## src/hdl/assert_macros.svh

```systemverilog
// Assertion macros used by the top-level RTL module.
`ifndef ASSERT_MACROS_SVH
`define ASSERT_MACROS_SVH

// Check a property on every rising clock edge outside reset.
`define MFLE_ASSERT(lbl, prop, msg) \
  lbl: assert property (@(posedge clk_i) disable iff (!rst_ni) (prop)) \
    else $error(msg);

// Check that a condition never holds outside reset.
`define MFLE_NEVER(lbl, expr, msg) \
  `MFLE_ASSERT(lbl, !(expr), msg)

`endif

```

## src/hdl/mfle_pkg.sv

```systemverilog
// Shared types, codes and matcher functions of the mail From-line extractor.
`default_nettype none

package mfle_pkg;

  // Parse phase codes
  localparam logic [2:0] PH_FIRST  = 3'd0;
  localparam logic [2:0] PH_SKIP   = 3'd1;
  localparam logic [2:0] PH_USER   = 3'd2;
  localparam logic [2:0] PH_SEARCH = 3'd3;
  localparam logic [2:0] PH_HOST   = 3'd4;
  localparam logic [2:0] PH_DONE   = 3'd5;

  localparam logic [3:0] PAT_LEN   = 4'd12;
  localparam logic [2:0] SKIP_LEN  = 3'd5;
  localparam logic [7:0] QUOTE_CH  = 8'h3e;  // '>'

  // Field selector codes
  localparam logic FIELD_USER = 1'b0;
  localparam logic FIELD_HOST = 1'b1;

  typedef struct packed {
    logic [2:0] phase;
    logic [2:0] skip_cnt;
    logic [3:0] match_pos;
    logic       host_seen;
  } state_t;

  typedef struct packed {
    logic [7:0] out_byte;
    logic       byte_valid;
    logic       field;
    logic       line_done;
    logic       has_host;
  } result_t;

  localparam state_t STATE_RESET = '{
    phase: PH_FIRST, skip_cnt: 3'd0, match_pos: 4'd0, host_seen: 1'b0
  };

  // C-locale whitespace: space, tab, newline, vertical tab, form feed, return
  function automatic logic is_ws(logic [7:0] c);
    return (c == 8'h20) || ((c >= 8'h09) && (c <= 8'h0d));
  endfunction

  // Byte of "remote from " at a position
  function automatic logic [7:0] pat_byte(logic [3:0] idx);
    logic [7:0] b;
    case (idx)
      4'd0:    b = 8'h72;  // r
      4'd1:    b = 8'h65;  // e
      4'd2:    b = 8'h6d;  // m
      4'd3:    b = 8'h6f;  // o
      4'd4:    b = 8'h74;  // t
      4'd5:    b = 8'h65;  // e
      4'd6:    b = 8'h20;  // space
      4'd7:    b = 8'h66;  // f
      4'd8:    b = 8'h72;  // r
      4'd9:    b = 8'h6f;  // o
      4'd10:   b = 8'h6d;  // m
      4'd11:   b = 8'h20;  // space
      default: b = 8'h00;
    endcase
    return b;
  endfunction

  // Longest proper border of the pattern prefix ending at idx
  function automatic logic [3:0] border_of(logic [3:0] idx);
    return (idx == 4'd8) ? 4'd1 : 4'd0;
  endfunction

  // Advance the matcher by one byte; borders are shallow, so three fallbacks
  // cover every mismatch chain.
  function automatic logic [3:0] match_next(logic [3:0] pos_in, logic [7:0] c);
    logic [3:0] pos;
    pos = (pos_in >= PAT_LEN) ? 4'd0 : pos_in;
    for (int i = 0; i < 3; i++) begin
      if ((pos != 4'd0) && (pat_byte(pos) != c)) begin
        pos = border_of(pos - 4'd1);
      end
    end
    if (pat_byte(pos) == c) begin
      pos = pos + 4'd1;
    end
    return pos;
  endfunction

endpackage

`default_nettype wire

```

## src/hdl/mfle_if.sv

```systemverilog
// Valid/ready channel interfaces for line bytes in and field results out.
`default_nettype none

interface mfle_in_if;
  logic       valid;
  logic       ready;
  logic [7:0] ch;
  logic       line_end;

  modport source (output valid, ch, line_end, input ready);
  modport sink   (input valid, ch, line_end, output ready);
endinterface

interface mfle_out_if;
  logic       valid;
  logic       ready;
  logic [7:0] out_byte;
  logic       byte_valid;
  logic       field;
  logic       line_done;
  logic       has_host;

  modport source (output valid, out_byte, byte_valid, field, line_done, has_host,
                  input ready);
  modport sink   (input valid, out_byte, byte_valid, field, line_done, has_host,
                  output ready);
endinterface

`default_nettype wire

```

## src/hdl/mbox_from_line_field_extract.sv

```systemverilog
// Top level of the mail From-line field extractor.
// A byte accepted into the input register is parsed by mfle_step into the result
// register, which takes it only when free; out_o.ready low stalls both registers.
// Throughput: one byte per cycle when not stalled, set by the single parse step
// between the input and the result register; the result register frees the input.
// Reset: asynchronous, active low; clears both valid flags and the parse state.
`default_nettype none
`include "assert_macros.svh"

module mbox_from_line_field_extract (
  input  logic       clk_i,
  input  logic       rst_ni,
  mfle_in_if.sink    in_i,
  mfle_out_if.source out_o
);

  logic              in_valid_q;
  logic [7:0]        ch_q;
  logic              line_end_q;
  logic              out_valid_q;
  logic              out_valid_d;
  mfle_pkg::result_t res_q;
  mfle_pkg::result_t res_d;
  mfle_pkg::state_t  state_q;
  mfle_pkg::state_t  state_d;
  logic              advance;
  logic              step;
  logic              in_take;

  // Handshake: move a byte into the parser when the result register frees up
  assign advance  = !out_valid_q || out_o.ready;
  assign step     = in_valid_q && advance;
  assign in_i.ready = !in_valid_q || advance;
  assign in_take  = in_i.valid && in_i.ready;

  mfle_step u_step (
    .state_i    (state_q),
    .ch_i       (ch_q),
    .line_end_i (line_end_q),
    .state_o    (state_d),
    .result_o   (res_d)
  );

  assign out_valid_d = step ? 1'b1 : (out_o.ready ? 1'b0 : out_valid_q);

  // Control registers
  always_ff @(posedge clk_i or negedge rst_ni) begin
    if (!rst_ni) begin
      in_valid_q  <= 1'b0;
      out_valid_q <= 1'b0;
      state_q     <= mfle_pkg::STATE_RESET;
    end else begin
      if (in_take) begin
        in_valid_q <= 1'b1;
      end else if (step) begin
        in_valid_q <= 1'b0;
      end
      out_valid_q <= out_valid_d;
      if (step) begin
        state_q <= state_d;
      end
    end
  end

  // Payload registers: hold the input byte and the result
  always_ff @(posedge clk_i) begin
    if (in_take) begin
      ch_q       <= in_i.ch;
      line_end_q <= in_i.line_end;
    end
    if (step) begin
      res_q <= res_d;
    end
  end

  assign out_o.valid      = out_valid_q;
  assign out_o.out_byte   = res_q.out_byte;
  assign out_o.byte_valid = res_q.byte_valid;
  assign out_o.field      = res_q.field;
  assign out_o.line_done  = res_q.line_done;
  assign out_o.has_host   = res_q.has_host;

  // Checks
  `MFLE_NEVER(a_host_flag_only_at_end,
    out_valid_q && !res_q.line_done && res_q.has_host,
    "has_host set on a result that does not close a line")
  `MFLE_NEVER(a_idle_byte_clear,
    out_valid_q && !res_q.byte_valid && ((res_q.out_byte != 8'h00) || res_q.field),
    "out_byte or field set without a field byte")
  `MFLE_ASSERT(a_line_end_resets,
    step && line_end_q |=> (state_q == mfle_pkg::STATE_RESET),
    "parse state not back at start after the last byte of a line")
  `MFLE_ASSERT(a_host_byte_seen,
    step && res_d.byte_valid && res_d.field && !line_end_q |=> state_q.host_seen,
    "host byte emitted without a recorded match")
  `MFLE_NEVER(a_match_pos_range,
    state_q.match_pos >= mfle_pkg::PAT_LEN,
    "matcher position past the pattern")

endmodule

`default_nettype wire

```

## src/hdl/mfle_step.sv

```systemverilog
// One-byte step of the From-line parser: next state and result for a byte.
`default_nettype none

module mfle_step (
  input  mfle_pkg::state_t  state_i,
  input  logic [7:0]        ch_i,
  input  logic              line_end_i,
  output mfle_pkg::state_t  state_o,
  output mfle_pkg::result_t result_o
);

  mfle_pkg::state_t nxt;
  mfle_pkg::result_t res;
  logic [2:0] skip_dec;
  logic [3:0] pos_nxt;

  // Advance the parse phase for one byte
  always_comb begin
    nxt      = state_i;
    res      = '0;
    skip_dec = (state_i.skip_cnt != 3'd0) ? (state_i.skip_cnt - 3'd1) : 3'd0;
    pos_nxt  = mfle_pkg::match_next(state_i.match_pos, ch_i);

    if ((ch_i == 8'h00) && (state_i.phase != mfle_pkg::PH_DONE)) begin
      // string terminator: ignore the rest of the line
      nxt.phase = mfle_pkg::PH_DONE;
    end else begin
      case (state_i.phase)
        mfle_pkg::PH_FIRST: begin
          nxt.skip_cnt = (ch_i == mfle_pkg::QUOTE_CH) ? mfle_pkg::SKIP_LEN
                                                      : (mfle_pkg::SKIP_LEN - 3'd1);
          nxt.phase    = mfle_pkg::PH_SKIP;
        end
        mfle_pkg::PH_SKIP: begin
          nxt.skip_cnt = skip_dec;
          if (skip_dec == 3'd0) begin
            nxt.phase = mfle_pkg::PH_USER;
          end
        end
        mfle_pkg::PH_USER: begin
          if (mfle_pkg::is_ws(ch_i)) begin
            // whitespace that ends the user field already feeds the search
            nxt.phase     = mfle_pkg::PH_SEARCH;
            nxt.match_pos = mfle_pkg::match_next(4'd0, ch_i);
          end else begin
            res.out_byte   = ch_i;
            res.byte_valid = 1'b1;
            res.field      = mfle_pkg::FIELD_USER;
          end
        end
        mfle_pkg::PH_SEARCH: begin
          nxt.match_pos = pos_nxt;
          if (pos_nxt >= mfle_pkg::PAT_LEN) begin
            nxt.host_seen = 1'b1;
            nxt.match_pos = 4'd0;
            nxt.phase     = mfle_pkg::PH_HOST;
          end
        end
        mfle_pkg::PH_HOST: begin
          if (mfle_pkg::is_ws(ch_i)) begin
            nxt.phase = mfle_pkg::PH_DONE;
          end else begin
            res.out_byte   = ch_i;
            res.byte_valid = 1'b1;
            res.field      = mfle_pkg::FIELD_HOST;
          end
        end
        default: begin
          // done and unused codes: drop the byte
        end
      endcase
    end

    // Close the line and return to the start state
    if (line_end_i) begin
      res.line_done = 1'b1;
      res.has_host  = nxt.host_seen;
      nxt           = mfle_pkg::STATE_RESET;
    end
  end

  assign state_o  = nxt;
  assign result_o = res;

endmodule

`default_nettype wire
```

## src/flat_wrapper.sv

```systemverilog
// flat-port wrapper written by rule: the top's interface ports become plain ports
module mbox_from_line_field_extract_flat 
  (clk_i, rst_ni, in_i_valid, in_i_ch, in_i_line_end, in_i_ready, out_o_valid, out_o_out_byte, out_o_byte_valid, out_o_field, out_o_line_done, out_o_has_host, out_o_ready);
  mfle_in_if in_i_i ();
  mfle_out_if out_o_i ();
  input  logic clk_i;
  input  logic rst_ni;
  input wire logic [$bits(in_i_i.valid)-1:0] in_i_valid;
  input wire logic [$bits(in_i_i.ch)-1:0] in_i_ch;
  input wire logic [$bits(in_i_i.line_end)-1:0] in_i_line_end;
  output wire logic [$bits(in_i_i.ready)-1:0] in_i_ready;
  output wire logic [$bits(out_o_i.valid)-1:0] out_o_valid;
  output wire logic [$bits(out_o_i.out_byte)-1:0] out_o_out_byte;
  output wire logic [$bits(out_o_i.byte_valid)-1:0] out_o_byte_valid;
  output wire logic [$bits(out_o_i.field)-1:0] out_o_field;
  output wire logic [$bits(out_o_i.line_done)-1:0] out_o_line_done;
  output wire logic [$bits(out_o_i.has_host)-1:0] out_o_has_host;
  input wire logic [$bits(out_o_i.ready)-1:0] out_o_ready;
  assign in_i_i.valid = in_i_valid;
  assign in_i_i.ch = in_i_ch;
  assign in_i_i.line_end = in_i_line_end;
  assign in_i_ready = in_i_i.ready;
  assign out_o_valid = out_o_i.valid;
  assign out_o_out_byte = out_o_i.out_byte;
  assign out_o_byte_valid = out_o_i.byte_valid;
  assign out_o_field = out_o_i.field;
  assign out_o_line_done = out_o_i.line_done;
  assign out_o_has_host = out_o_i.has_host;
  assign out_o_i.ready = out_o_ready;
  mbox_from_line_field_extract u_core (.clk_i(clk_i), .rst_ni(rst_ni), .in_i(in_i_i), .out_o(out_o_i));
endmodule
```

## config.mk

```make
export PLATFORM = sky130hd
export DESIGN_NAME = mbox_from_line_field_extract_flat
export DESIGN_NICKNAME = d
export VERILOG_FILES = /design/src/hdl/mfle_pkg.sv /design/src/hdl/mfle_if.sv /design/src/hdl/mbox_from_line_field_extract.sv /design/src/hdl/mfle_step.sv /design/src/flat_wrapper.sv
export VERILOG_INCLUDE_DIRS = /design/src /design/src/hdl
export SDC_FILE = /design/constraint.sdc
export NUM_CORES = 1
export LEC_CHECK = 0
export ABC_CLOCK_PERIOD_IN_PS = 13200
export BUFFER_PORTS_ARGS = -buffer_cell sky130_fd_sc_hd__buf_4
export CORE_MARGIN = 2
export CORE_UTILIZATION = 62
export CTS_CLUSTER_SIZE = 14
export DETAILED_ROUTE_END_ITERATION = 7
export PLACE_DENSITY = 0.82
export SYNTH_ARGS = -nofsm -noshare
export SYNTH_HDL_FRONTEND = slang
export SYNTH_SLANG_ARGS = --single-unit
export TNS_END_PERCENT = 30
```

## constraint.sdc

```tcl
create_clock -name clk_i -period 13.2 [get_ports clk_i]
set_clock_uncertainty 0.05 [all_clocks]
set_input_delay 1.32 -clock clk_i [delete_from_list [all_inputs] [get_ports clk_i]]
set_output_delay 1.32 -clock clk_i [all_outputs]
set_load 0.05 [all_outputs]
```

==> After elaboration in Yosys (flattened, before gate mapping) <==
Memories as Yosys holds them, arrays and structs flattened.
Cells that the tools add are included.
{ "totals": {"wordCells": 109, "n_memories": 4, "romBits": 448, "ff_bits": 34, "out_inout_bits": 14} }
{ "memory_table": {"columns": ["memory", "words", "word_bits", "rd", "rd_clocked_by_memory_dff", "write_ports", "line_no", "rtl"], "rows": [
  ["(name not given)", 16, 7, 1, 0, 0, "mfle_pkg.sv:49", "case (idx)"],
  ["(name not given)", 16, 7, 1, 0, 0, "mfle_pkg.sv:49", null],
  ["(name not given)", 16, 7, 1, 0, 0, "mfle_pkg.sv:49", null],
  ["(name not given)", 16, 7, 1, 0, 0, "mfle_pkg.sv:49", null]
]} }
{ "op_classes": {"n_lt_le_gt_ge": 4, "n_addsub": 5, "n_reduce_logical": 27, "n_eq_ne": 21, "n_mux": 35} }
{ "op_table": {"columns": ["cell", "count"], "rows": [
  ["2-to-1 mux 8 bit", 4],
  ["2-to-1 mux 4 bit", 6],
  ["!= test 8 bit", 3],
  ["2-to-1 mux 10 bit", 2],
  ["one-hot mux 10 bit (2 select lines)", 1],
  ["2-to-1 mux 3 bit", 6],
  ["== test 8 x 6 -> 1 bit (second input constant)", 2],
  ["== test 8 bit", 2],
  ["!= test 4 x 3 -> 1 bit (second input constant)", 4],
  ["one-hot mux 3 bit (5 select lines)", 1],
  ["== test 4 bit (second input constant)", 3],
  ["nonzero test 4 bit", 3],
  ["subtractor 4 x 1 -> 4 bit (second input constant)", 3],
  ["2-to-1 mux 11 bit", 1],
  ["2-to-1 mux 1 bit", 10],
  ["nonzero test 3 bit", 3],
  ["greater-or-equal comparator 4 bit (second input constant)", 2],
  ["greater-or-equal comparator 8 x 4 -> 1 bit (second input constant)", 1],
  ["<= comparator 8 x 4 -> 1 bit (second input constant)", 1],
  ["zero test 8 bit", 1],
  ["one-hot mux 4 bit (2 select lines)", 1],
  ["logical AND 1 bit", 7],
  ["nonzero test 7 bit", 1],
  ["== test 3 x 2 -> 1 bit (second input constant)", 2],
  ["other kinds (17)", 22]
]} }

==> Depth between registers and ports, before layout <==
An unclocked memory read counts as a cell.
{ "depth": {"depth_word": 22, "depth_mapped": 47, "mapped_depth_nobuf": 43} }

==> Cells and area by module <==
Synthesis repeated with hierarchy kept, for this count alone.
{ "unflattened": {"cells_unflattened": 489, "hier_area_um2": 3980.1} }
{ "by_module_without_submodules": {"columns": ["mod", "area_per_inst_um2", "seq_area_each_um2", "n_inst", "cells_per_inst"], "rows": [
  ["mfle_step", 2798.9, 0.0, 1, 436],
  ["mbox_from_line_field_extract", 1181.1, 955.9, 1, 53]
]} }

==> Least setup slack after synthesis <==
OpenSTA, ideal clock, no wires.
{ "synth_timing": {"kind": "register to register", "startpoint": "register u_core.state_q[3] (netlist name)", "endpoint": "register u_core.res_q, in the netlist u_core.out_o.has_host, data pin", "path_slack_ns": 3.973, "required_time_ns": 12.887, "path_buffers": 2, "synth_period_minus_slack_ns": 9.227, "stages_incl_launch_ff": 43, "t_arrival_ns": 8.914, "path_cell_list": "dfrtp_1 -> ha_1 -> nor2b_1 -> inv_1 -> ha_1 -> nor2b_1 -> o32ai_1 -> xor2_1 -> nor3_2 -> a21oi_1 -> nor2_1 -> a21oi_1 -> ha_1 -> and3b_1 -> a31oi_1 -> o211a_1 -> o221ai_1 -> and4bb_1 -> (+7 left out) -> nor2_1 -> nor2_1 -> or4_1 -> or2_2 -> a211o_1 -> a32oi_4 -> mux2i_1 -> inv_1 -> ha_1 -> inv_1 -> o21ai_0 -> a21oi_1 -> o21ai_0 -> a21oi_1 -> nor3_1 -> or4_1 -> a211oi_1 -> nor2_1"} }
{ "synth_via": {"elab_chain_cells": 21, "word_cells_on_any_way": 34, "cone_classes": "4 x add/sub; 2 x order compare; 7 x eq/ne; 11 x mux; 6 x reduce/logical; 4 x memory"} }
{ "synth_rtl": {"columns": ["element", "line_no", "rtl"], "rows": [
  ["start: declaration", "mbox_from_line_field_extract.sv:24", "mfle_pkg::state_t state_q;"],
  ["start signal: assignment", "mbox_from_line_field_extract.sv:51", "state_q <= mfle_pkg::STATE_RESET;"],
  ["start signal: assignment", "mbox_from_line_field_extract.sv:60", "state_q <= state_d;"],
  ["greater-or-equal comparator 4 bit", "mfle_pkg.sv:76", "pos = (pos_in >= PAT_LEN) ? 4'd0 : pos_in;"],
  ["2-to-1 mux 4 bit (*)", "mfle_pkg.sv:76", null],
  ["memory (16 x 7 bit) or subtractor 4 x 1 -> 4 bit (tied branches)", null, null],
  ["!= test 8 bit or == test 4 bit (tied branches)", "mfle_pkg.sv:78, mfle_pkg.sv:69", null],
  ["logical AND 1 bit or 2-to-1 mux 1 bit (tied branches)", "mfle_pkg.sv:78, mfle_pkg.sv:69", null],
  ["2-to-1 mux 4 bit (*)", "mfle_pkg.sv:78", "if ((pos != 4'd0) && (pat_byte(pos) != c)) begin"],
  ["memory (16 x 7 bit) or subtractor 4 x 1 -> 4 bit (tied branches)", null, null],
  ["!= test 8 bit or == test 4 bit (tied branches)", "mfle_pkg.sv:78, mfle_pkg.sv:69", null],
  ["(+5 left out)", null, null],
  ["2-to-1 mux 4 bit (*)", "mfle_pkg.sv:78", null],
  ["memory (16 x 7 bit)", null, null],
  ["== test 8 bit", "mfle_pkg.sv:82", "if (pat_byte(pos) == c) begin"],
  ["2-to-1 mux 4 bit (*)", "mfle_pkg.sv:82", null],
  ["greater-or-equal comparator 4 bit (*)", "mfle_step.sv:53", "if (pos_nxt >= mfle_pkg::PAT_LEN) begin"],
  ["2-to-1 mux 5 bit (*)", "mfle_step.sv:53", null],
  ["2-to-1 mux 1 bit (*)", "mfle_step.sv:28", "case (state_i.phase)"],
  ["2-to-1 mux 8 bit (*)", "mfle_step.sv:24", "if ((ch_i == 8'h00) && (state_i.phase != mfle_pkg::PH_DONE)) begin"],
  ["end signal: assignment", "mbox_from_line_field_extract.sv:72", "res_q <= res_d;"],
  ["end: declaration", "mbox_from_line_field_extract.sv:22", "mfle_pkg::result_t res_q;"]
]} }
Mark *: on every way between the ends. The rest lies on a longest branch, timed or not. The select of a mux whose other input is x is not followed.
A chain may end at the register's enable or synchronous reset.

==> Final worst setup path <==
Ends and elaborated chain as after synthesis.

==> results.md <==
- Outcome: complete, no violations
- Commonest non-fill, non-tap cells in the layout: nor2_1 (42), nand2_1 (38), buf_4 (29)
- Sequential area share after synthesis: 25.19%
- Hold WC Path Type: reg -> reg
- CP Data Required Time: 13190 ps
- Area grow syn2layout: 8.012%
- Slowest CP cell: nor2_1
- R2R depth: 40
- First-pass GRT wire length: 16480 microns
- Antenna viol nets, final: 0
- Clk pwr share: 32.9%
- Synth async-reset ratio: 38.24%
- Sum Neg Setup Slack: 0 ps
- Power per Cell Area: 84.48 nW/um^2
- Antenna violations before repair: 0
- CTS tree: built
- Crit Path Category: reg -> reg
- Synth Net Count: 512
- Pwr Total: 346.3 uW
- Max incr delay on CP: 780 ps
- Clk root buf: clkbuf_8
- GR Overflow Total: 0
- Worst hold slack: 452.1 ps
- Final min period: 11300 ps
- Hold Path Sink: u_core.out_o.valid$_DFFE_PN0P_
- Logic pwr share: 24.8%
- Reg-to-Reg End: u_core.out_o.has_host$_SDFFCE_PN0P_
- Worst-Skew Late Latency: 290 ps
- Die H: 82.24 microns
- Synthesized cell area: 3795 sq um
- Sequential fraction of design power: 42.2%
- Vias/cell: 6.641
- Net Sw Frac: 32.06%
- Ant. Diodes: 0
- Final Hold Fails: 0
- Post-synth EDFFs: 21
- Startpoint types: flop
- Post-Place Worst Slack: 2227 ps
- Register bit total from synthesis: 34
- P_sw: 111.0 uW
- Die Wd: 82.24 microns
- Top_reg_cell synth: edfxtp_1
- Core Rows: 28
- FMAX: 88.51 MHz
- Core area: 5921 sq um
- Slew @ Worst Pin: 968.1 ps
- Slew HR: 33.79%
- Die area: 6763 sq um
- Synthesized instance count: 475
- VDD IR max: 0.1207 mV
- WL/cell: 18.18 microns
- # H-tree levels: 2
- CP endpoint kind: flop
- CP max FO: 15
- Max-Cap Viols: 0
- Most used cell, CP: ha_1
- RD Place Congestion: 0.9892
- Worst hold start: u_core.in_valid_q$_DFFE_PN0P_
- Synth cell types: 82
- Commonest non-fill, non-tap cell in the layout: nor2_1
- # DRC: 0
- Post-CTS resize count: 0
- IO Count: 27
- Pint: 235.3 uW
- Yosys warns: 0
- Synthesized area per cell: 7.989 sq um
- Final WS setup: 1902 ps
- Data arrival, critical path: 11280 ps
- RSZ-0062 raised after global routing: false
- Share of cells above drive strength 1: 12.66%
- Hold-fix buffers, CTS: 0
- Vias: 3699
- Final nets: 518
- HPWL after detailed placement: 7408 microns
- Post-layout util: 69.23%
- Vias in the first global route: 3490
- GRT Util Overall: 31.29%
- Initial Util: 64.10%
- Flop-to-flop setup slack: 1900 ps
- Reg clk slew, reported paths: 80 ps
- Iter 0 DRT Violations: 394
- CTS Buf Count: 5
- Leakage: 0.001662 uW
- Final Cycle Share: 85.59%
- Postcts setup bufs: 0
- TritonCTS Sinks: 34
- Max clock buf depth: 2
- Port buffer count: 26
- FF-to-FF Start: u_core.state_q[3]$_DFFE_PN0P_
- Worst hold stages: 1
- Final wirelength: 10130 microns
- Max-slew violation count: 0
- Setup-failing EPs final: 0
- Initial DRT Pass Iterations: 5
- Largest net degree at the start of global routing: 38
[power by group through the flow]
stage / clock network [uW] / logic [uW] / registers, uW
6_report: 114 / 86.0 / 146
5_1_grt: 117 / 95.8 / 148
4_1_cts: 115 / 85.7 / 146
3_5_place_dp: 0 / 84.6 / 148
3_3_place_gp: 0 / 82.8 / 147
2_1_floorplan: 0 / 53.5 / 155
[worst max-delay path: cells and delay by family (launching register included)]
kind,cells,cell delay (ps)
AOI/OAI and AO/OA,15,3580
xor gates and xnor gates,1,250
adders and majority gates,5,1490
buffers and inverters,4,660
DFF,1,430
muxes,1,480
and+or+nand+nor,14,4090
[sequential cells by signal (all words and copies together) (netlist names)]
signal and cells:
u_core.state_q 11, u_core.ch_q 8, u_core.out_o.out_byte 8, u_core.in_valid_q 1
u_core.line_end_q 1, u_core.out_o.byte_valid 1, u_core.out_o.field 1, u_core.out_o.has_host 1
u_core.out_o.line_done 1, u_core.out_o.valid 1
[worst max-delay path by stage]
stage | to | start | depth (start not counted) | slack [ps]
after CTS | u_core.out_o.has_host$_SDFFCE_PN0P_ | u_core.state_q[3]$_DFFE_PN0P_ | 40 | 2160
after detailed placement | u_core.out_o.has_host$_SDFFCE_PN0P_ | u_core.state_q[3]$_DFFE_PN0P_ | 40 | 2230
after global routing | u_core.state_q[1]$_DFFE_PN0P_ | u_core.state_q[3]$_DFFE_PN0P_ | 40 | 1070
after floorplan | u_core.out_o.has_host$_SDFFCE_PN0P_ | u_core.state_q[3]$_DFFE_PN0P_ | 42 | 3970
final | u_core.out_o.has_host$_SDFFCE_PN0P_ | u_core.state_q[3]$_DFFE_PN0P_ | 40 | 1900
after global placement | u_core.out_o.has_host$_SDFFCE_PN0P_ | u_core.state_q[3]$_DFFE_PN0P_ | 39 | 2590
[through the flow]
step,area (sq um),cells
floorplan,3795,475
global placement,3961,549
detailed placement,3961,549
CTS,4099,557
global route,4099,557
finish,4099,557
[cell usage after synthesis, drive strengths merged (11+ instances only)]
cell type	n	share of area (%)
clkbuf	16	1.6
nor2b	11	1.8
and2	16	2.6
dfrtp	13	8.6
o21ai	31	4.5
nand3	12	1.6
a21oi	24	3.2
nor3	22	3.0
ha	24	7.9
inv	28	2.8
buf	14	2.2
nand2b	13	2.1
nand2	38	3.8
edfxtp	21	17
nor2	42	4.2
[logic make-up (layout without fill, tap and decap cells)]
logic type                 after synthesis  count (layout)  synth area share [%]
DFF                                     34              34                 25.19
xor gates and xnor gates                11              11                 2.539
muxes                                    9               9                 2.473
and+or+nand+nor                        201             201                 28.42
adders and majority gates               24              24                 7.913
AOI/OAI and AO/OA                      138             138                 26.87
buffers and inverters                   58              65                 6.594
[final cells by class]
type | instances | area, sq um
clock inverter | 3 | 68.82
multi-input combinational | 383 | 2589
inverter | 28 | 105.1
timing repair buffer | 29 | 217.7
sequential | 34 | 955.9
tap | 75 | 93.84
fill | 477 | 1822
clock buffer | 5 | 68.82
[metal layers]
layer / vias up / track usage [%] / share of wire, %
met5: - / 0 / 0
met4: 0 / 12.33 / 2.5
met3: 22 / 4.783 / 7.9
met2: 197 / 48.23 / 45
met1: 1708 / 43.97 / 44
li1: 1772 / - / -
(Power assumes the default switching activity.)
